===== src/hdl/dts_pkg.sv =====
// ----------------------------------------------------------------------------
// dts_pkg
// Shared types, constants and helpers of the dynamic-threshold step counter.
// ----------------------------------------------------------------------------
`default_nettype none

package dts_pkg;

  localparam int unsigned MAG_W   = 19;
  localparam int unsigned TIME_W  = 48;
  localparam int unsigned WIN_W   = 32;
  localparam int unsigned STEPS_W = 32;
  localparam int unsigned IDX_W   = 3;

  localparam int unsigned IN_TDATA_W  = 112;  // 105 bits used
  localparam int unsigned OUT_TDATA_W = 40;   // 36 bits used

  localparam int unsigned OFIFO_DEPTH = 8;
  localparam int unsigned OFIFO_AW    = 3;
  localparam int unsigned OFIFO_CW    = 4;

  // register indexes
  localparam logic [IDX_W-1:0] REG_BIAS_X    = 3'd0;
  localparam logic [IDX_W-1:0] REG_BIAS_Y    = 3'd1;
  localparam logic [IDX_W-1:0] REG_BIAS_Z    = 3'd2;
  localparam logic [IDX_W-1:0] REG_STEP_PREC = 3'd3;
  localparam logic [IDX_W-1:0] REG_WINDOW_US = 3'd4;

  localparam logic [MAG_W-1:0] STEP_PREC_RST = 19'd200;
  localparam logic [WIN_W-1:0] WINDOW_US_RST = 32'd500000;

  typedef enum logic [1:0] {
    AXIS_X = 2'd0,
    AXIS_Y = 2'd1,
    AXIS_Z = 2'd2
  } axis_e;

  typedef logic [2:0][MAG_W-1:0] tri_mag_t;

  typedef struct packed {
    tri_mag_t          bias;        // two's complement per axis
    logic [MAG_W-1:0]  step_prec;
    logic [WIN_W-1:0]  window_us;
  } cfg_t;

  typedef struct packed {
    tri_mag_t          acc;         // two's complement per axis
    logic [TIME_W-1:0] time_us;
  } sample_t;

  typedef struct packed {
    logic              valid;
    tri_mag_t          avg;
    logic [TIME_W-1:0] time_us;
  } avg_beat_t;

  typedef struct packed {
    logic [STEPS_W-1:0] total_steps;
    logic               step_seen;
    logic [1:0]         axis_in_use;
    logic               window_ended;
  } result_t;

  // |sample - bias|, saturated to the entry width
  function automatic logic [MAG_W-1:0] mag_of(input logic [MAG_W-1:0] s,
                                              input logic [MAG_W-1:0] b);
    logic [MAG_W:0] d;
    logic [MAG_W:0] m;
    d = {s[MAG_W-1], s} - {b[MAG_W-1], b};
    m = d[MAG_W] ? (~d + 1'b1) : d;
    return m[MAG_W] ? {MAG_W{1'b1}} : m[MAG_W-1:0];
  endfunction

  function automatic logic [MAG_W-1:0] pick(input tri_mag_t v, input axis_e a);
    logic [MAG_W-1:0] r;
    case (a)
      AXIS_Y:  r = v[1];
      AXIS_Z:  r = v[2];
      default: r = v[0];
    endcase
    return r;
  endfunction

endpackage

`default_nettype wire


===== src/hdl/dts_ofifo.sv =====
// ----------------------------------------------------------------------------
// dts_ofifo
// Result queue between the pipeline and the master stream side.
// ----------------------------------------------------------------------------
`default_nettype none

module dts_ofifo (
  input  logic                          clk_i,
  input  logic                          rst_ni,
  input  logic                          push_i,
  input  dts_pkg::result_t              data_i,
  input  logic                          pop_i,
  output logic                          valid_o,
  output dts_pkg::result_t              data_o,
  output logic [dts_pkg::OFIFO_CW-1:0]  count_o
);
  import dts_pkg::*;

  result_t               buf_q [OFIFO_DEPTH];
  logic [OFIFO_AW-1:0]   wr_q, rd_q;
  logic [OFIFO_CW-1:0]   cnt_q;
  logic                  pop_ok;

  assign valid_o = cnt_q != '0;
  assign data_o  = buf_q[rd_q];
  assign count_o = cnt_q;
  assign pop_ok  = pop_i && valid_o;

  always_ff @(posedge clk_i or negedge rst_ni) begin
    if (!rst_ni) begin
      wr_q  <= '0;
      rd_q  <= '0;
      cnt_q <= '0;
    end else begin
      if (push_i) wr_q <= wr_q + 1'b1;
      if (pop_ok) rd_q <= rd_q + 1'b1;
      case ({push_i, pop_ok})
        2'b10:   cnt_q <= cnt_q + 1'b1;
        2'b01:   cnt_q <= cnt_q - 1'b1;
        default: cnt_q <= cnt_q;
      endcase
    end
  end

  always_ff @(posedge clk_i) begin
    if (push_i) begin
      buf_q[wr_q] <= data_i;
    end
  end

  a_no_overflow: assert property (@(posedge clk_i) disable iff (!rst_ni)
    push_i |-> cnt_q != OFIFO_CW'(OFIFO_DEPTH))
    else $error("push into full result queue");

  a_cnt_bound: assert property (@(posedge clk_i) disable iff (!rst_ni)
    cnt_q <= OFIFO_CW'(OFIFO_DEPTH))
    else $error("queue count out of range");

  a_ptr_gap: assert property (@(posedge clk_i) disable iff (!rst_ni)
    OFIFO_AW'(cnt_q) == OFIFO_AW'(wr_q - rd_q))
    else $error("queue pointers disagree with count");

endmodule

`default_nettype wire


===== config.mk =====
export PLATFORM = sky130hd
export DESIGN_NAME = dts_ofifo
export DESIGN_NICKNAME = d
export VERILOG_FILES = /design/src/hdl/dts_pkg.sv /design/src/hdl/dts_ofifo.sv
export SDC_FILE = /design/constraint.sdc
export NUM_CORES = 1
export LEC_CHECK = 0
export BUFFER_PORTS_ARGS = -buffer_cell sky130_fd_sc_hd__buf_2
export CAP_MARGIN = 10
export CORE_MARGIN = 2
export CORE_UTILIZATION = 64
export DETAILED_ROUTE_END_ITERATION = 8
export PLACE_DENSITY = 0.89
export SYNTH_ARGS = -nofsm -noshare
export SYNTH_HDL_FRONTEND = slang
export SYNTH_SLANG_ARGS = --single-unit

===== constraint.sdc =====
create_clock -name clk_i -period 7.7 [get_ports clk_i]
set_input_delay 1.54 -clock clk_i [delete_from_list [all_inputs] [get_ports clk_i]]
set_output_delay 1.54 -clock clk_i [all_outputs]
set_load 0.005 [all_outputs]

# After elaboration in Yosys (flattened, before gate mapping)
# Memories as Yosys holds them, arrays and structs flattened.
# Index checks and enable logic that the tools add are counted.
[totals] ram_bits=288 memories=1 wordCells=16 input_bits=40 output_inout_bits=41 register_bits=10
[memory_table] memory="buf_q" words=8 word_bits=36 rd=1 rd_clocked_by_memory_dff=0 write_ports=1 line="dts_ofifo.sv:19" text="result_t buf_q [OFIFO_DEPTH];"
[classes] addsub=4 n_eq_ne=2 n_mux=3 n_reduce_logical=3
[ops] cell="4-bit case mux with 2 select lines" count=1
[ops] cell="3-bit by 1-bit adder with 3-bit output, second input constant" count=2
[ops] cell="4-bit by 1-bit adder with 4-bit output, second input constant" count=1
[ops] cell="4-bit nonzero test" count=1
[ops] cell="4-bit by 1-bit subtractor with 4-bit output, second input constant" count=1
[ops] cell="2-bit by 1-bit equality test with 1-bit output, second input constant" count=1
[ops] cell="2-bit equality test, second input constant" count=1
[ops] cell="1-bit two-way mux" count=2
[ops] cell="2-bit nonzero test" count=1
[ops] cell="1-bit logical AND" count=1

# Logic depth before layout (Yosys ltp)
[depth] depth_word=4 ltp_mapped=10 depth_no_buf=10

# Least setup slack after synthesis
# No wires, ideal clock.
[synth_timing] path_kind="input-to-reg" start="in push_i" end="mem buf_q[0][0] (netlist bit) (enable)" required_time_ps=7226 path_stages=2 setup_slack_ps=3118 path_buffers=0 t_arrival_ps=4108 setup_time_ps=474 cell_sequence="nand2b_1 nor3_1"
[synth_between] elab_chain_cells=2
[synth_lines] item="start: declaration" line="dts_ofifo.sv:10" text="input logic push_i,"
[synth_lines] item="1-bit two-way mux" line="dts_ofifo.sv:46" text="if (push_i) begin"
[synth_lines] item="1-bit two-way mux (implied by the code)" line="dts_ofifo.sv:47" text="buf_q[wr_q] <= data_i;"
[synth_lines] item="end: declaration" line="dts_ofifo.sv:19"
# Every way passes these cells.

==> impl_metrics.yaml <==
status:
  status: "completed"
logic_synthesis:
  synth-main-ff-cell: "edfxtp_1"
  synth_top_cell_by_area: "edfxtp_1"
  async_flop_share_pct: 3.36
  synth_edf_count: 288
  netlist_top_cells_area: "edfxtp_1 (75%), mux4_1 (13%), mux2_2 (3.8%)"
  ys_seq_elements: 298
  synth.most_common_cell: "edfxtp_1"
  synthTopCellsByCount: "edfxtp_1 (288), mux4_1 (57), mux2_2 (39)"
  syn_nets: 515
  ys_warn_count: 0
  synth_cell_types: 25
  syn_area_um2: 11600
  avgSynthCellArea_um2: 24.7
  synth_top_area_share_pct: 74.6
  netlist_instances: 470
  seq_area_frac_synth_pct: 76.7
clocking:
  insertion_delay_ps: 530
  cts_tree: "yes"
  clockRootBuffer: "clkbuf_16"
  cts.sinks: 298
  cts_max_level: 1
  cts_buffers: 28
  postCtsHoldBufs: 0
  postCtsSetupRepairBufs: 0
  ctsResizeCount: 0
  cts_max_path_buffers: 3
  clkSlewWorstSetupHoldPaths_ps: 60
power:
  leakage_nw: 4.50
  internal_power_mw: 3.47
  combinationalPowerShare_pct: 26.2
  swShare_pct: 27.8
  clkPwrFrac_pct: 27.2
  p_switching_mw: 1.34
  powerDensity_nw_per_um2: 366
  vdd_drop_max_v: 0.000281
  seqPwrFrac_pct: 46.5
sta:
  timing.hold.ws_ps: 505
  worst_pin_slew_ps: 1090
  post-route-period-util_pct: 62.0
  finalMaxSlewViolations: 0
  fin_crit_ps: 4780
  slew-limit-headroom_pct: 27.1
  max_freq_mhz: 209
  fin_setup_tns_ps: 0
  clock_skew_ps: 13.9
  rsz0062_at_grt: "no"
  finalSetupViolCount: 0
  hold_violations: 0
placement:
  place_hpwl_um: 11800
  dp.cells: 769
  place_congestion: 0.697
  port_buffers: 80
critical_path:
  crit_arrival_ps: 3240
  cpPeakStageDelay_ps: 750
  path_class: "reg -> out"
  rr_endpoint: "count_o[2]$_DFFE_PN0P_"
  cpMaxStageDelayCell: "dfrtp_4"
  cp.required_ps: 6160
  reg2reg_depth: 10
  critPathMaxFanout: 46
  start_kind: "flop"
  r2r_start: "count_o[1]$_DFFE_PN0P_"
  path_cells: "buf_4, mux4_1, mux2_2, buf_2"
  cp-end-kind: "output port"
  reg2reg_slack_ps: 5110
global_route:
  met2_usage_pct: 40.6
  grt_util_met3_pct: 5.04
  grt_pass1_wl_um: 34100
  grt_usage_pct: 23.9
  grt_pass1_vias: 5734
  grt-ovfl-total: 0
  grt_use_met1_pct: 31.7
  grt_max_degree: 56
  antenna_found_initial: 3
  top_usage_layer: "met2"
hold_path:
  holdPathStages: 1
  min_path_type: "reg -> reg"
  min_from: "count_o[3]$_DFFE_PN0P_"
  hold_end: "count_o[3]$_DFFE_PN0P_"
flow_run:
  cap_violations: 0
layout:
  fin_cells: 820
  nNetsFinal: 615
  fillers: 926
  seq_area_um2: 8900
  multi_input_area_um2: 2610
  area_growth_pct: 13.5
  drive_gt1_share_pct: 33.2
  post-route-util_pct: 73.8
routing:
  drc: 0
  wire_per_inst_um: 27.3
  drt_wl_total_um: 22400
  via_count: 5307
  first_iter_violations: 413
  viasPerCell: 6.47
  drt.antenna.violating_nets: 0
  firstDrtPassIters: 7
floorplanning:
  row_count: 49
  die_w_um: 139
  fp.coreArea_um2: 17800
  start_util_pct: 65.0
  dieArea_um2: 19200
  die_h_um: 139
  io_pins: 81
## final cells by class
class                           count  area share [%]
Antenna cell                        3          0.0571
Clock inverter                     13           0.932
Timing Repair Buffer               90            3.61
Tap cell                          229            2.18
Clock buffer                       35            5.69
Sequential cell                   298            67.7
Multi-Input combinational cell    150            19.8
Inverter                            2          0.0571
## routing by layer
layer / vias to the layer above / share of wire (%)
met5: - / 0
met4: 0 / 2.6
met3: 44 / 6.8
met2: 219 / 53
met1: 2794 / 38
li1: 2250 / -
## placed cells by master (no fill, tap or decap), drive strengths merged, types with 2 or more instances in the layout
master,n
mux2,39
diode,3
mux4,72
bufinv,2
clkinv,10
ha,5
xnor2,4
dfrtp,10
nor3,3
clkbuf,35
edfxtp,288
nand2b,3
nand2,4
buf,90
nor2,7
inv,2
xor2,5
## critical path, delay by kind of cell (launching register included)
| family | cells | cell delay [ps] |
|---|---|---|
| muxes | 2 | 1020 |
| buffers and inverters | 2 | 830 |
| DFF | 1 | 750 |
## flip-flops by register name (all words and copies together), names as in the netlist
register / cells
wr_q: 3
count_o: 4
rd_q: 3
buf_q: 288
## cell families after synthesis
logic type,count (synthesis),share of synthesized area (%)
DFF,298,76.7
muxes,112,19.7
buffers and inverters,22,1.25
AOI/OAI and AO/OA,3,0.194
adders and majority gates,5,0.540
and+or+nand+nor,21,0.885
xor gates and xnor gates,9,0.680
## power by group through the flow
stage | Combinational (mW) | Clock [mW] | Sequential (mW)
global route | 1.35 | 1.39 | 2.26
floorplan | 0.938 | 0 | 2.14
CTS | 1.28 | 1.33 | 2.24
finish | 1.26 | 1.31 | 2.24
detailed placement | 1.26 | 0 | 2.27
global placement | 1.22 | 0 | 2.24
## per-stage QoR
stage | power (mW) | setup WS [ps] | area (µm²)
2_1_floorplan | 3.07 | 3120 | 11600
3_3_place_gp | 3.46 | 3590 | 12300
3_5_place_dp | 3.52 | 3510 | 12300
4_1_cts | 4.85 | 2900 | 13200
5_1_grt | 5.01 | 2810 | 13200
6_report | 4.81 | 2920 | 13200
## worst max-delay path by stage
stage	startpoint	to
CTS	rd_q[0]$_DFFE_PN0N_	data_o[35]
detailed placement	rd_q[0]$_DFFE_PN0N_	data_o[33]
global route	rd_q[0]$_DFFE_PN0N_	data_o[33]
global placement	rd_q[0]$_DFFE_PN0N_	data_o[2]
floorplan	push_i	buf_q[0][0]$_DFFE_PP_
finish	rd_q[0]$_DFFE_PN0N_	data_o[33]
No activity file was read; power rests on OpenSTA's default activity.
