<file path="config.mk">
export PLATFORM = sky130hd
export DESIGN_NAME = dts_track
export DESIGN_NICKNAME = d
export VERILOG_FILES = /design/src/hdl/dts_pkg.sv /design/src/hdl/dts_track.sv
export SDC_FILE = /design/constraint.sdc
export NUM_CORES = 1
export LEC_CHECK = 0
export BUFFER_PORTS_ARGS = -buffer_cell sky130_fd_sc_hd__buf_2
export CAP_MARGIN = 10
export CORE_ASPECT_RATIO = 2
export CORE_MARGIN = 5
export CORE_UTILIZATION = 35
export DETAILED_ROUTE_END_ITERATION = 10
export GPL_TIMING_DRIVEN = 1
export PLACE_DENSITY_LB_ADDON = 0.1
export SLEW_MARGIN = 20
export SYNTH_ARGS = -nofsm -noshare
export SYNTH_HDL_FRONTEND = slang
export SYNTH_SLANG_ARGS = --single-unit
</file>
<file path="constraint.sdc">
create_clock -name clk_i -period 20 [get_ports clk_i]
set_input_delay 3 -clock clk_i [delete_from_list [all_inputs] [get_ports clk_i]]
set_output_delay 3 -clock clk_i [all_outputs]
set_load 0.05 [all_outputs]
</file>
<file path="src/hdl/dts_pkg.sv">
// ----------------------------------------------------------------------------
// dts_pkg
// Shared types, constants and helpers of the dynamic-threshold step counter.
// ----------------------------------------------------------------------------
`default_nettype none

package dts_pkg;

  localparam int unsigned MAG_W   = 19;
  localparam int unsigned TIME_W  = 48;
  localparam int unsigned WIN_W   = 32;
  localparam int unsigned STEPS_W = 32;
  localparam int unsigned IDX_W   = 3;

  localparam int unsigned IN_TDATA_W  = 112;  // 105 bits used
  localparam int unsigned OUT_TDATA_W = 40;   // 36 bits used

  localparam int unsigned OFIFO_DEPTH = 8;
  localparam int unsigned OFIFO_AW    = 3;
  localparam int unsigned OFIFO_CW    = 4;

  // register indexes
  localparam logic [IDX_W-1:0] REG_BIAS_X    = 3'd0;
  localparam logic [IDX_W-1:0] REG_BIAS_Y    = 3'd1;
  localparam logic [IDX_W-1:0] REG_BIAS_Z    = 3'd2;
  localparam logic [IDX_W-1:0] REG_STEP_PREC = 3'd3;
  localparam logic [IDX_W-1:0] REG_WINDOW_US = 3'd4;

  localparam logic [MAG_W-1:0] STEP_PREC_RST = 19'd200;
  localparam logic [WIN_W-1:0] WINDOW_US_RST = 32'd500000;

  typedef enum logic [1:0] {
    AXIS_X = 2'd0,
    AXIS_Y = 2'd1,
    AXIS_Z = 2'd2
  } axis_e;

  typedef logic [2:0][MAG_W-1:0] tri_mag_t;

  typedef struct packed {
    tri_mag_t          bias;        // two's complement per axis
    logic [MAG_W-1:0]  step_prec;
    logic [WIN_W-1:0]  window_us;
  } cfg_t;

  typedef struct packed {
    tri_mag_t          acc;         // two's complement per axis
    logic [TIME_W-1:0] time_us;
  } sample_t;

  typedef struct packed {
    logic              valid;
    tri_mag_t          avg;
    logic [TIME_W-1:0] time_us;
  } avg_beat_t;

  typedef struct packed {
    logic [STEPS_W-1:0] total_steps;
    logic               step_seen;
    logic [1:0]         axis_in_use;
    logic               window_ended;
  } result_t;

  // |sample - bias|, saturated to the entry width
  function automatic logic [MAG_W-1:0] mag_of(input logic [MAG_W-1:0] s,
                                              input logic [MAG_W-1:0] b);
    logic [MAG_W:0] d;
    logic [MAG_W:0] m;
    d = {s[MAG_W-1], s} - {b[MAG_W-1], b};
    m = d[MAG_W] ? (~d + 1'b1) : d;
    return m[MAG_W] ? {MAG_W{1'b1}} : m[MAG_W-1:0];
  endfunction

  function automatic logic [MAG_W-1:0] pick(input tri_mag_t v, input axis_e a);
    logic [MAG_W-1:0] r;
    case (a)
      AXIS_Y:  r = v[1];
      AXIS_Z:  r = v[2];
      default: r = v[0];
    endcase
    return r;
  endfunction

endpackage

`default_nettype wire

</file>
<file path="src/hdl/dts_track.sv">
// ----------------------------------------------------------------------------
// dts_track
// Window min/max tracking, threshold latch, axis pick and step detection.
// ----------------------------------------------------------------------------
`default_nettype none

module dts_track (
  input  logic               clk_i,
  input  logic               rst_ni,
  input  dts_pkg::avg_beat_t beat_i,
  input  dts_pkg::cfg_t      cfg_i,
  output logic               res_valid_o,
  output dts_pkg::result_t   res_o
);
  import dts_pkg::*;

  tri_mag_t            min_q, max_q, thr_q, thr_c, swing_c;
  axis_e               axis_q, sel_c, axis_c;
  logic [TIME_W-1:0]   last_q, elapsed_c;
  logic                ended_c, chg_c;

  logic                p4_valid_q, p4_chg_q, p4_end_q;
  axis_e               p4_axis_q;
  logic [MAG_W-1:0]    p4_cur_q, p4_thr_q;
  logic [MAG_W-1:0]    held_q, held_d, old_c, diff_c;
  logic [STEPS_W-1:0]  total_q, total_d;
  logic                moved_c, step_c;

  // window stage
  always_comb begin
    logic [MAG_W:0] mid;
    elapsed_c = beat_i.time_us - last_q;
    ended_c   = elapsed_c >= TIME_W'(cfg_i.window_us);
    for (int i = 0; i < 3; i++) begin
      mid        = {1'b0, min_q[i]} + {1'b0, max_q[i]};
      thr_c[i]   = mid[MAG_W:1];
      swing_c[i] = (max_q[i] >= min_q[i]) ? max_q[i] - min_q[i] : '0;
    end
    if (swing_c[0] >= swing_c[1] && swing_c[0] >= swing_c[2]) begin
      sel_c = AXIS_X;
    end else if (swing_c[1] >= swing_c[0] && swing_c[1] >= swing_c[2]) begin
      sel_c = AXIS_Y;
    end else begin
      sel_c = AXIS_Z;
    end
    axis_c = ended_c ? sel_c : axis_q;
    chg_c  = ended_c && (sel_c != axis_q);
  end

  always_ff @(posedge clk_i or negedge rst_ni) begin
    if (!rst_ni) begin
      min_q      <= '0;
      max_q      <= '0;
      thr_q      <= '0;
      axis_q     <= AXIS_X;
      last_q     <= '0;
      p4_valid_q <= 1'b0;
      held_q     <= '0;
      total_q    <= '0;
    end else begin
      p4_valid_q <= beat_i.valid;
      if (beat_i.valid) begin
        if (ended_c) begin
          thr_q  <= thr_c;
          min_q  <= beat_i.avg;
          max_q  <= beat_i.avg;
          axis_q <= sel_c;
          last_q <= beat_i.time_us;
        end else begin
          for (int i = 0; i < 3; i++) begin
            if (beat_i.avg[i] < min_q[i]) min_q[i] <= beat_i.avg[i];
            if (beat_i.avg[i] > max_q[i]) max_q[i] <= beat_i.avg[i];
          end
        end
      end
      if (p4_valid_q) begin
        held_q  <= held_d;
        total_q <= total_d;
      end
    end
  end

  always_ff @(posedge clk_i) begin
    p4_axis_q <= axis_c;
    p4_chg_q  <= chg_c;
    p4_end_q  <= ended_c;
    p4_cur_q  <= pick(beat_i.avg, axis_c);
    p4_thr_q  <= ended_c ? pick(thr_c, sel_c) : pick(thr_q, axis_q);
  end

  // step stage; an axis change re-seeds the held sample, so no step then
  always_comb begin
    old_c   = p4_chg_q ? p4_cur_q : held_q;
    diff_c  = (p4_cur_q >= old_c) ? p4_cur_q - old_c : old_c - p4_cur_q;
    moved_c = diff_c > cfg_i.step_prec;
    step_c  = moved_c && (old_c > p4_thr_q) && (p4_cur_q < p4_thr_q);
    held_d  = (moved_c || p4_chg_q) ? p4_cur_q : held_q;
    total_d = total_q + STEPS_W'(step_c);
  end

  assign res_valid_o        = p4_valid_q;
  assign res_o.total_steps  = total_d;
  assign res_o.step_seen    = step_c;
  assign res_o.axis_in_use  = p4_axis_q;
  assign res_o.window_ended = p4_end_q;

  a_chg_no_step: assert property (@(posedge clk_i) disable iff (!rst_ni)
    p4_valid_q && p4_chg_q |-> !step_c)
    else $error("step counted on an axis change");

  a_chg_needs_end: assert property (@(posedge clk_i) disable iff (!rst_ni)
    p4_valid_q && !p4_end_q |-> !p4_chg_q)
    else $error("axis changed without a window end");

  a_window_time: assert property (@(posedge clk_i) disable iff (!rst_ni)
    beat_i.valid && ended_c |=> last_q == $past(beat_i.time_us))
    else $error("window start time not latched");

  a_total_kept: assert property (@(posedge clk_i) disable iff (!rst_ni)
    res_valid_o |=> total_q == $past(res_o.total_steps))
    else $error("step total lost");

endmodule

`default_nettype wire

</file>
Yosys cells after proc, flatten, opt, wreduce, memory -nomap -nowiden:

Cells that the tools add are included.

* bits in registers: 315
* bits of input ports: 216
* output and inout port bits: 37
* word-level logic and storage cells: 94

* $add $sub $neg: 10
* $lt $le $gt $ge: 18
* equal/unequal tests: 7
* mux-type cells: 20
* reductions and logical operators: 20

Operators by type and width (number)
* 2-to-1 mux 19 bit: 12
* greater-or-equal comparator 19 bit: 8
* 2-to-1 mux 57 bit: 2
* one-hot mux 19 bit (2 select lines): 3
* greater-than comparator 19 bit: 5
* subtractor 19 bit: 5
* < comparator 19 bit: 4
* adder 19 x 19 -> 20 bit: 3
* greater-or-equal comparator 48 x 32 -> 1 bit: 1
* subtractor 48 bit: 1
* adder 32 x 1 -> 32 bit: 1
* AND reduction 2 bit: 8
* nonzero test 2 bit: 6
* == test 2 x 1 -> 1 bit, second input constant: 3
* == test 2 bit, second input constant: 3
* 2-to-1 mux 2 bit: 3
* logical AND 1 bit: 5
* != test 2 bit: 1
* logical OR 1 bit: 1

Longest topological paths before layout:

Gate-level depths: netlist of run 1.

* word-level depth: 9
* depth in mapped cells: 40
* gate-level depth less buffers: 36

Worst setup path before layout of run 1:

Ideal clock, no wire load.

* kind: register to output
* start: register p4_chg_q
* end: output res_o[34] (netlist name)
* data arrival time: 8603 ps
* required time: 17000 ps
* slack: 8397 ps
* stages on the path, launching flop included: 36
* buffers on the path: 4
* cell sequence: dfxtp_1 > clkbuf_1 > buf_1 > mux2i_1 > inv_1 > ha_1 > clkbuf_1 > nand4_1 > or4_1 > o2111ai_1 > a21oi_1 > o21ai_1 > clkbuf_1 > mux2i_1 > xor2_1 > ha_1 > nand4_1 > or2_2 > nor4_1 > or3_1 > o21ai_0 > a21o_1 > o21ai_0 > a211oi_1 > ha_1 > ha_1 > and3_1 > nand4_1 > nor3_1 > and3_1 > and3_1 > and3_1 > and3_1 > and3_1 > nand3_1 > xnor2_1

RTL lines
* start, declared: line dts_track.sv:22 `logic p4_valid_q, p4_chg_q, p4_end_q;`
* start signal, assigned: line dts_track.sv:85 `p4_chg_q <= chg_c;`
* end, declared: line dts_track.sv:13 `output dts_pkg::result_t res_o`

==> impl_metrics.csv, run 1 <==
group,metric,value,unit
placed_design,place_inst,5226,
power,clock_power_share,12.2,%
power,share_comb_of_total_power,71.3,%
worst_setup_path,endpoint_kind,"output pin",
run_status,status,"completed",
placed_design,post-place-ws,7953,ps
detailed_routing,drc,0,
floorplan,die_x,225.7,um
power,power,6028,uW
floorplan,io_pins,253,
synthesis,syn_nets,4697,
flow_run,drv_cap,0,
detailed_routing,vias,30350,
floorplan,rows,158,
placed_design,routabilityCongestion,0.9626,
min_path,hold_path.class,"register to register",
worst_setup_path,cp_slowest_cell,"a211oi_1",
clocking,clk_path_buf_depth,3,
detailed_routing,firstDrtPassIters,6,
power,internal-power,2770,uW
power,leakage,0.01737,uW
floorplan,core-area,0.09252,mm2
sta,finClkSkew,28.11,ps
power,pwr-share-seq,16.4,%
cells_and_area,fin_cells,5298,
power,p_per_area,168.6,mW/mm2
global_routing,gr-total-overflow,0,
synthesis,yosysWarnings,0,
synthesis,syn_inst,4012,
floorplan,die-area,0.09963,mm2
power,max-vdd-ir-drop,0.1459,mV
detailed_routing,vias_per_cell,5.728,
synthesis,synth.avg_cell_area,8.118,um2
sta,period_share,62.85,%
placed_design,io_buffers,195,
global_routing,grt.total_usage,24.82,%
power,sw_frac_of_total,54.05,%
floorplan,initial_core_util,35.20,%
power,switchingPower,3258,uW
global_routing,grt_max_degree,108,
global_routing,antenna_found_initial,3,
sta,worstMarginPinSlew,1070,ps
floorplan,die_h,441.4,um
cells_and_area,syn2layout_area_growth,9.765,%
cells_and_area,fin_util,38.64,%
clocking,path_clk_slew,60,ps
synthesis,synth_edf_count,0,
clocking,cts-hold-fix-buffers,0,
synthesis,synth_top_flop_cell,"dfrtp_1",
cells_and_area,nets,4752,
detailed_routing,wl_per_cell,24.06,um
sta,timing.final.crit_period,12570,ps
sta,hold_viol,0,
worst_setup_path,worstPathRequired,17000,ps
worst_setup_path,crit_path_max_fanout,20,
cells_and_area,nFillCells,9770,
worst_setup_path,arrival,9570,ps
placed_design,dp_hpwl,101100,um
synthesis,synth.distinct_cells,84,
detailed_routing,drt-initial-drc-count,1697,
synthesis,async_reset_ff_share,86.67,%
clocking,clkLatencyLatePin,610,ps
detailed_routing,ant_nets,0,
clocking,cts_tree,"done",
synthesis,syn-cell-area,0.03257,mm2
clocking,postCtsResizedCells,0,
sta,max_freq,79.56,MHz
sta,slew_viol_final,0,
synthesis,synth-seq-area-share,23.56,%
worst_setup_path,start_kind,"register",
clocking,htreeDepth,2,
worst_setup_path,path_common_cell,"and3_1",
sta,rsz0062_at_grt,"no",
global_routing,grt_pass1_vias,30820,
clocking,cts_setup_buffers,0,
sta,setup_viol,0,
cells_and_area,drive_gt1_share,10.18,%
sta,finalSetupTns,0,ps
clocking,cts.sinks,315,
worst_setup_path,path_class,"register to output pin",
clocking,cts_buffers,39,
sta,relSlewSlack,28.65,%
clocking,clock-root-buffer,"clkbuf_16",
sta,timing.final.ws_setup,7431,ps
worst_setup_path,critical-path-max-stage-delay,530,ps
synthesis,synth-seq-cells,315,
detailed_routing,wl,127500,um
global_routing,grt_pass1_wl,188800,um
-- critical path, delay by kind of cell (launching register included) --
| kind | cells | cell delay (ps) |
|---|---|---|
| AOI/OAI and AO/OA | 9 | 2350 |
| buffers and inverters | 3 | 760 |
| and+or+nand+nor | 16 | 3590 |
| adders and majority gates | 4 | 1140 |
| muxes | 2 | 490 |
| DFF | 1 | 310 |
| xor gates and xnor gates | 2 | 290 |
-- stage by stage --
step	area [um2]	hold WS [ps]
2_1_floorplan	32570	464.2
3_3_place_gp	34500	475.4
3_5_place_dp	34500	484.3
4_1_cts	35750	499.5
5_1_grt	35750	510.2
6_report	35750	493.1
-- power by group through the flow --
stage | logic, uW | registers [uW] | clock network (uW)
after floorplan | 2840 | 948 | 0
after global placement | 4280 | 998 | 0
after detailed placement | 4300 | 1000 | 0
after CTS | 4310 | 991 | 765
after global routing | 4700 | 1010 | 779
final | 4300 | 990 | 737
-- Yosys cell counts, types with 19 or more instances --
cell,count,share of area [%]
xnor2_1,145,3.9
clkbuf_1,175,2.0
a21o_1,113,2.6
nand3_1,160,2.5
mux2i_1,97,3.0
mux2_2,78,2.7
o21a_1,32,0.74
a21oi_1,329,5.1
o2111ai_1,27,0.73
o22ai_1,24,0.46
dfxtp_1,42,2.6
a211oi_1,27,0.62
a22oi_1,41,0.95
nor3_1,62,0.95
o211ai_1,77,1.8
o21bai_1,36,0.83
dfrtp_1,273,21
and2_1,45,0.86
o21ai_0,214,3.3
inv_1,444,5.1
xor2_1,53,1.4
ha_1,460,18
nand4_1,146,2.8
nor2_1,202,2.3
nand2_1,222,2.6
nor2b_1,47,0.90
o211a_1,19,0.58
nand2b_1,32,0.61
a221oi_1,52,1.4
a31oi_1,38,0.73
and3_1,29,0.56
-- cells in the final DEF, fill, tap and decap left out, types with 36 or more instances in the layout --
cell       synthesis  final
nor2b_1           47     47
clkbuf_16          0     39
nand3_1          160    160
dfxtp_1           42     42
buf_2             14    193
mux2_2            78     78
o211ai_1          77     77
xnor2_1          145    145
o21bai_1          36     36
buf_4             11     42
a22oi_1           41     41
dfrtp_1          273    273
nand4_1          146    146
nor2_1           202    202
nand2_1          222    221
and2_1            45     45
o21ai_0          214    212
a21o_1           113    113
a31oi_1           38     38
a21oi_1          329    329
mux2i_1           97     97
a221oi_1          52     52
inv_1            444    444
ha_1             460    460
xor2_1            53     53
nor3_1            62     62
-- state kept, by name, indices dropped and copies added, names as in the netlist --
name         count
held_q          19
p4_axis_q        2
min_q           57
max_q           57
p4_thr_q        19
p4_cur_q        19
thr_q           57
res_valid_o      1
total_q         32
last_q          48
p4_end_q         1
p4_chg_q         1
axis_q           2
-- metal layers --
layer  GRT usage, %  vias up  share of wire (%)
met2          48.32      911                 53
met3          2.807      348                3.9
met1          23.76    14500                 34
met5              0        -              0.010
li1               -    14580                  -
met4          17.28        2                8.7
-- cell type report --
cell class / count / area [um2] / share of cell area, %
Tap cell: 1200 / 1501 / 4.200
Timing Repair Buffer: 237 / 1316 / 3.682
Sequential cell: 315 / 7672 / 21.46
Inverter: 446 / 1674 / 4.683
Antenna cell: 2 / 5.005 / 0.01400
Multi-Input combinational cell: 3028 / 22330 / 62.47
Clock inverter: 19 / 166.4 / 0.4655
Clock buffer: 51 / 1081 / 3.024
-- cells by family after synthesis --
kind of cell	share of synthesized area, %
AO/OA/AOI/OAI	22.90
XOR/XNOR	5.324
adder cells (fa/ha/maj)	18.22
buffers and inverters	8.014
flip-flops	23.56
multiplexers	5.920
AND/OR/NAND/NOR	16.07
-- final timing paths --
kind | slack, ps | depth (start not counted) | startpoint | to
max | 7430 | 36 | p4_chg_q | res_o[34]
min | 490 | 1 | last_q[32] | last_q[32]
max reg2reg | 11110 | 35 | p4_chg_q | total_q[30]
min reg2reg | 490 | 1 | last_q[32] | last_q[32]
max in group asynchronous | 15560 | 3 | rst_ni | min_q[11]
min in group asynchronous | 2330 | 1 | rst_ni | last_q[23]
(Power assumes the default switching activity.)
==> run 2, diff against run 1 <==
- clock period: 20 -> 12.7 ns (I/O delays scaled with it)
==> run 2 against run 1 <==
  * Power rose by 59%
  * Setup slack worse by 6400 ps
  * First-iteration DRC count shrank 4.4%
  * Cell count stayed put
  * Sequential power grew 60%
  * Critical endpoint unchanged
==> impl_metrics.csv, run 2 (synthesized netlist as in run 1, its figures left out) <==
group,metric,value,unit
cells_and_area,drive_gt1_share,10.14,%
detailed_routing,vias_per_cell,5.774,
worst_setup_path,cp_slowest_cell,"o21ai_2",
floorplan,core-area,0.09252,mm2
cells_and_area,top_regs,"max_q x57, min_q x57, thr_q x57",
power,p_per_area,267.8,mW/mm2
placed_design,place_inst,5224,
clocking,path_clk_slew,60,ps
clocking,cts_tree,"done",
sta,hold_ws,494.5,ps
sta,max_freq,85.52,MHz
worst_setup_path,reg2reg_from,"last_q[7]",
power,power,9598,uW
cells_and_area,final_cell_mix,"ha_1 (460), inv_1 (444), a21oi_1 (329)",
cells_and_area,fin_util,38.73,%
flow_run,drv_cap,0,
sta,rsz0062_at_grt,"no",
sta,relSlewSlack,23.19,%
floorplan,die-area,0.09963,mm2
global_routing,grt.total_usage,24.85,%
worst_setup_path,r2r_end,"p4_cur_q[16]",
sta,period_share,92.08,%
clocking,clkLatencyLatePin,610,ps
detailed_routing,wl_per_cell,24.14,um
cells_and_area,nets,4749,
power,max-vdd-ir-drop,0.2757,mV
floorplan,die_h,441.4,um
worst_setup_path,arrival,9790,ps
worst_setup_path,endpoint_kind,"output pin",
clocking,clock-root-buffer,"clkbuf_16",
detailed_routing,ant_nets,0,
sta,slew_viol_final,0,
global_routing,gr-total-overflow,0,
floorplan,rows,158,
detailed_routing,drt-initial-drc-count,1622,
clocking,postCtsResizedCells,0,
placed_design,io_buffers,195,
detailed_routing,vias,30590,
worst_setup_path,crit_path_max_fanout,16,
sta,setup_viol,0,
sta,finalSetupTns,0,ps
worst_setup_path,r2r_cells,26,
sta,timing.final.crit_period,11690,ps
placed_design,routabilityCongestion,0.9530,
detailed_routing,wl,127900,um
clocking,cts_setup_buffers,0,
worst_setup_path,worstPathRequired,10800,ps
global_routing,grt_max_degree,127,
sta,finClkSkew,20.24,ps
worst_setup_path,crit_end,"res_o[34]",
worst_setup_path,critical-path-max-stage-delay,720,ps
detailed_routing,drc,0,
run_status,status,"completed",
worst_setup_path,path_common_cell,"and3_1",
clocking,cts_buffers,38,
worst_setup_path,start_kind,"register",
floorplan,die_x,225.7,um
worst_setup_path,crit_path_start,"p4_chg_q",
sta,worstMarginPinSlew,1152,ps
cells_and_area,final_common_cell,"ha_1",
global_routing,grt_pass1_vias,31270,
sta,hold_viol,0,
clocking,cts.sinks,315,
power,leakage,0.01739,uW
worst_setup_path,path_class,"register to output pin",
cells_and_area,syn2layout_area_growth,10.03,%
global_routing,grt_pass1_wl,189300,um
clocking,htreeDepth,2,
min_path,hold_path.class,"register to register",
placed_design,dp_hpwl,101300,um
floorplan,initial_core_util,35.20,%
detailed_routing,firstDrtPassIters,5,
clocking,clk_path_buf_depth,3,
cells_and_area,fin_cells,5298,
worst_setup_path,reg2reg_slack,3490,ps
clocking,cts-hold-fix-buffers,0,
floorplan,io_pins,253,
global_routing,antenna_found_initial,4,
cells_and_area,nFillCells,9761,
==> run 2: changes by cell type in the layout (fill, tap and decap cells not counted), moves of 2 or more <==
cell / previous run / this run
bufinv_16: 2 / 4
diode_2: 2 / 4
clkbuf_8: 6 / 4
clkbuf_16: 39 / 41
buf_4: 42 / 39
clkinvlp_4: 2 / 4
clkinv_2: 10 / 5
inv_6: 3 / 5
==> run 2: where the power goes <==
group	switching [uW]	internal, uW	total (uW)	leakage, uW
Clock	533	699	1230	0.000645
Sequential	255	1320	1580	0.00357
Combinational	4380	2410	6790	0.0132
==> run 2: area by class of cell <==
type	count	area [um2]	area share [%]
Clock buffer	51	1104	3.079
Antenna cell	4	10.01	0.02793
Timing Repair Buffer	235	1314	3.666
Inverter	446	1674	4.671
Clock inverter	19	227.7	0.6354
Tap cell	1200	1501	4.190
Multi-Input combinational cell	3028	22330	62.32
Sequential cell	315	7672	21.41
==> run 2: worst max-delay path: cells and delay by family (launching register included) <==
kind	cells	cell delay [ps]
AND/OR/NAND/NOR	12	2940
AO/OA/AOI/OAI	10	2460
adder cells (fa/ha/maj)	4	1300
buffers and inverters	4	1030
flip-flops	1	710
multiplexers	2	490
XOR/XNOR	2	220
==> run 2: how the worst min path moves through the flow <==
stage | to | from | cells past startpoint
finish | last_q[31] | last_q[31] | 1
global route | last_q[31] | last_q[31] | 1
CTS | last_q[32] | last_q[32] | 1
detailed placement | last_q[32] | last_q[32] | 1
global placement | last_q[29] | last_q[29] | 1
floorplan | last_q[28] | last_q[28] | 1
==> run 2: through the flow <==
| stage | setup slack [ps] | cell area (um2) |
|---|---|---|
| after floorplan | 2192 | 32570 |
| after global placement | 1427 | 34500 |
| after detailed placement | 1367 | 34500 |
| after CTS | 703.9 | 35830 |
| after global routing | 183.1 | 35830 |
| final | 1006 | 35840 |
==> run 2: routing by layer <==
layer	vias up	GRT usage [%]	wire length, um
li1	14580	-	-
met1	14710	23.90	42990
met2	926	47.98	68170
met3	376	2.920	5206
met4	4	17.72	11480
met5	-	0	27
==> run 3, diff against run 2 <==
- BUFFER_PORTS_ARGS: -buffer_cell sky130_fd_sc_hd__buf_2 -> unset
- DONT_BUFFER_PORTS: unset -> 1
==> run 3 against run 2 <==
  * Critical path depth increased by 5
  * Final area decreased by 2.9%
  * Routed wire length about the same
  * Largest power group unchanged
  * Register-to-register slack about the same
  * Combinational power decreased by 1%
  * Global-route usage increased by 0.11 points
  * Hold slack got worse by 4.5 ps
==> impl_metrics.csv, run 3 (synthesized netlist as in run 1, its figures left out) <==
group,metric,value,unit
detailed_routing,firstDrtPassIters,7,
global_routing,grt_pass1_vias,30350,
clocking,cts_tree,"done",
worst_setup_path,worstPathRequired,10800,ps
flow_run,drv_cap,0,
cells_and_area,fin_util,37.60,%
floorplan,die_h,441.4,um
clocking,cts-hold-fix-buffers,0,
global_routing,met3_usage,3.895,%
sta,max_freq,88.22,MHz
clocking,htreeDepth,2,
min_path,hold_path.class,"register to register",
floorplan,core-area,0.09252,mm2
clocking,cts.sinks,315,
cells_and_area,nets,4561,
placed_design,io_buffers,0,
cells_and_area,final_cell_mix,"ha_1 (460), inv_1 (444), a21oi_1 (329)",
global_routing,grt_pass1_wl,189500,um
clocking,clkLatencyLatePin,610,ps
power,p_per_area,271.2,mW/mm2
global_routing,grt-busiest-layer,"met2",
clocking,clk_path_buf_depth,3,
cells_and_area,nFillCells,9789,
clocking,path_clk_slew,60,ps
detailed_routing,wl_per_cell,25.04,um
sta,finalSetupTns,0,ps
sta,setup_viol,0,
detailed_routing,ant_nets,0,
worst_setup_path,cp_slowest_cell,"mux2i_1",
detailed_routing,vias,29600,
power,max-vdd-ir-drop,0.2400,mV
global_routing,grtUsageMet2,49.17,%
worst_setup_path,endpoint_kind,"output pin",
placed_design,dp_hpwl,101000,um
worst_setup_path,arrival,9430,ps
cells_and_area,final_common_cell,"ha_1",
detailed_routing,vias_per_cell,5.797,
sta,timing.final.crit_period,11340,ps
sta,rsz0062_at_grt,"no",
detailed_routing,drc,0,
global_routing,grt.total_usage,24.97,%
floorplan,io_pins,253,
floorplan,die_x,225.7,um
clocking,cts_buffers,38,
worst_setup_path,crit_path_max_fanout,26,
detailed_routing,wl,127800,um
worst_setup_path,path_common_cell,"and3_1",
clocking,postCtsResizedCells,0,
clocking,clock-root-buffer,"clkbuf_16",
worst_setup_path,path_class,"register to output pin",
placed_design,routabilityCongestion,0.9633,
global_routing,gr-total-overflow,0,
clocking,cts_setup_buffers,0,
detailed_routing,drt-initial-drc-count,1664,
floorplan,rows,158,
global_routing,grt_use_met1,23.36,%
worst_setup_path,start_kind,"register",
floorplan,initial_core_util,35.20,%
cells_and_area,syn2layout_area_growth,6.811,%
floorplan,die-area,0.09963,mm2
power,leakage,0.01656,uW
sta,finClkSkew,35.88,ps
sta,hold_viol,0,
cells_and_area,top_regs,"max_q x57, min_q x57, thr_q x57",
run_status,status,"completed",
global_routing,antenna_found_initial,8,
sta,slew_viol_final,0,
cells_and_area,drive_gt1_share,5.588,%
sta,period_share,89.25,%
sta,relSlewSlack,22.89,%
worst_setup_path,critical-path-max-stage-delay,380,ps
global_routing,grt_max_degree,274,
sta,worstMarginPinSlew,1148,ps
[run 3: power breakdown]
| part | switching [uW] | internal (uW) | total [uW] |
|---|---|---|---|
| clock | 491 | 650 | 1140 |
| combinational | 4330 | 2390 | 6720 |
| sequential | 257 | 1320 | 1580 |
| total | 5080 | 4360 | 9440 |
[run 3: cell type report]
type	count	area [um2]	share of cell area [%]
Inverter	446	1674	4.812
Antenna cell	5	12.51	0.03597
Timing Repair Buffer	47	365.4	1.050
Clock inverter	7	91.34	0.2626
Clock buffer	58	1127	3.241
Multi-Input combinational cell	3028	22340	64.23
Tap cell	1200	1501	4.316
Sequential cell	315	7672	22.05
[run 3: critical path: cells and delay by family (launching register included)]
family                   cells  cell delay (ps)
AO/OA/AOI/OAI               15             2820
XOR/XNOR                     2              320
adder cells (fa/ha/maj)      4             1170
buffers and inverters        6             1410
flip-flops                   1              300
multiplexers                 1              380
AND/OR/NAND/NOR             11             2420
[run 3: final timing paths]
check	slack, ps	from	cells after the start	end
max	1360	p4_chg_q	39	res_o[34]
min	490	last_q[34]	1	last_q[34]
max reg2reg	3490	last_q[9]	26	p4_cur_q[16]
min reg2reg	490	last_q[34]	1	last_q[34]
max in group asynchronous	11130	rst_ni	0	min_q[8]
min in group asynchronous	1010	rst_ni	0	last_q[22]
[run 3: through the flow]
stage                     hold slack [ps]  power, uW  setup WS (ps)  cell area (um2)  instances
final                               490.0       9435           1365            34790       5106
after global routing                508.9      10160          537.5            34780       5102
after CTS                           495.4       9491           1161            34770       5101
after detailed placement            482.1       8299           1841            33550       5036
after global placement              475.7       8271           1929            33550       5036
after floorplan                     464.2       5971           2192            32570       4012
[run 3: layer usage]
metal	wire length, um	vias to the layer above
li1	-	14200
met1	42480	14230
met2	69500	838
met3	5738	341
met4	10140	0
met5	0	-
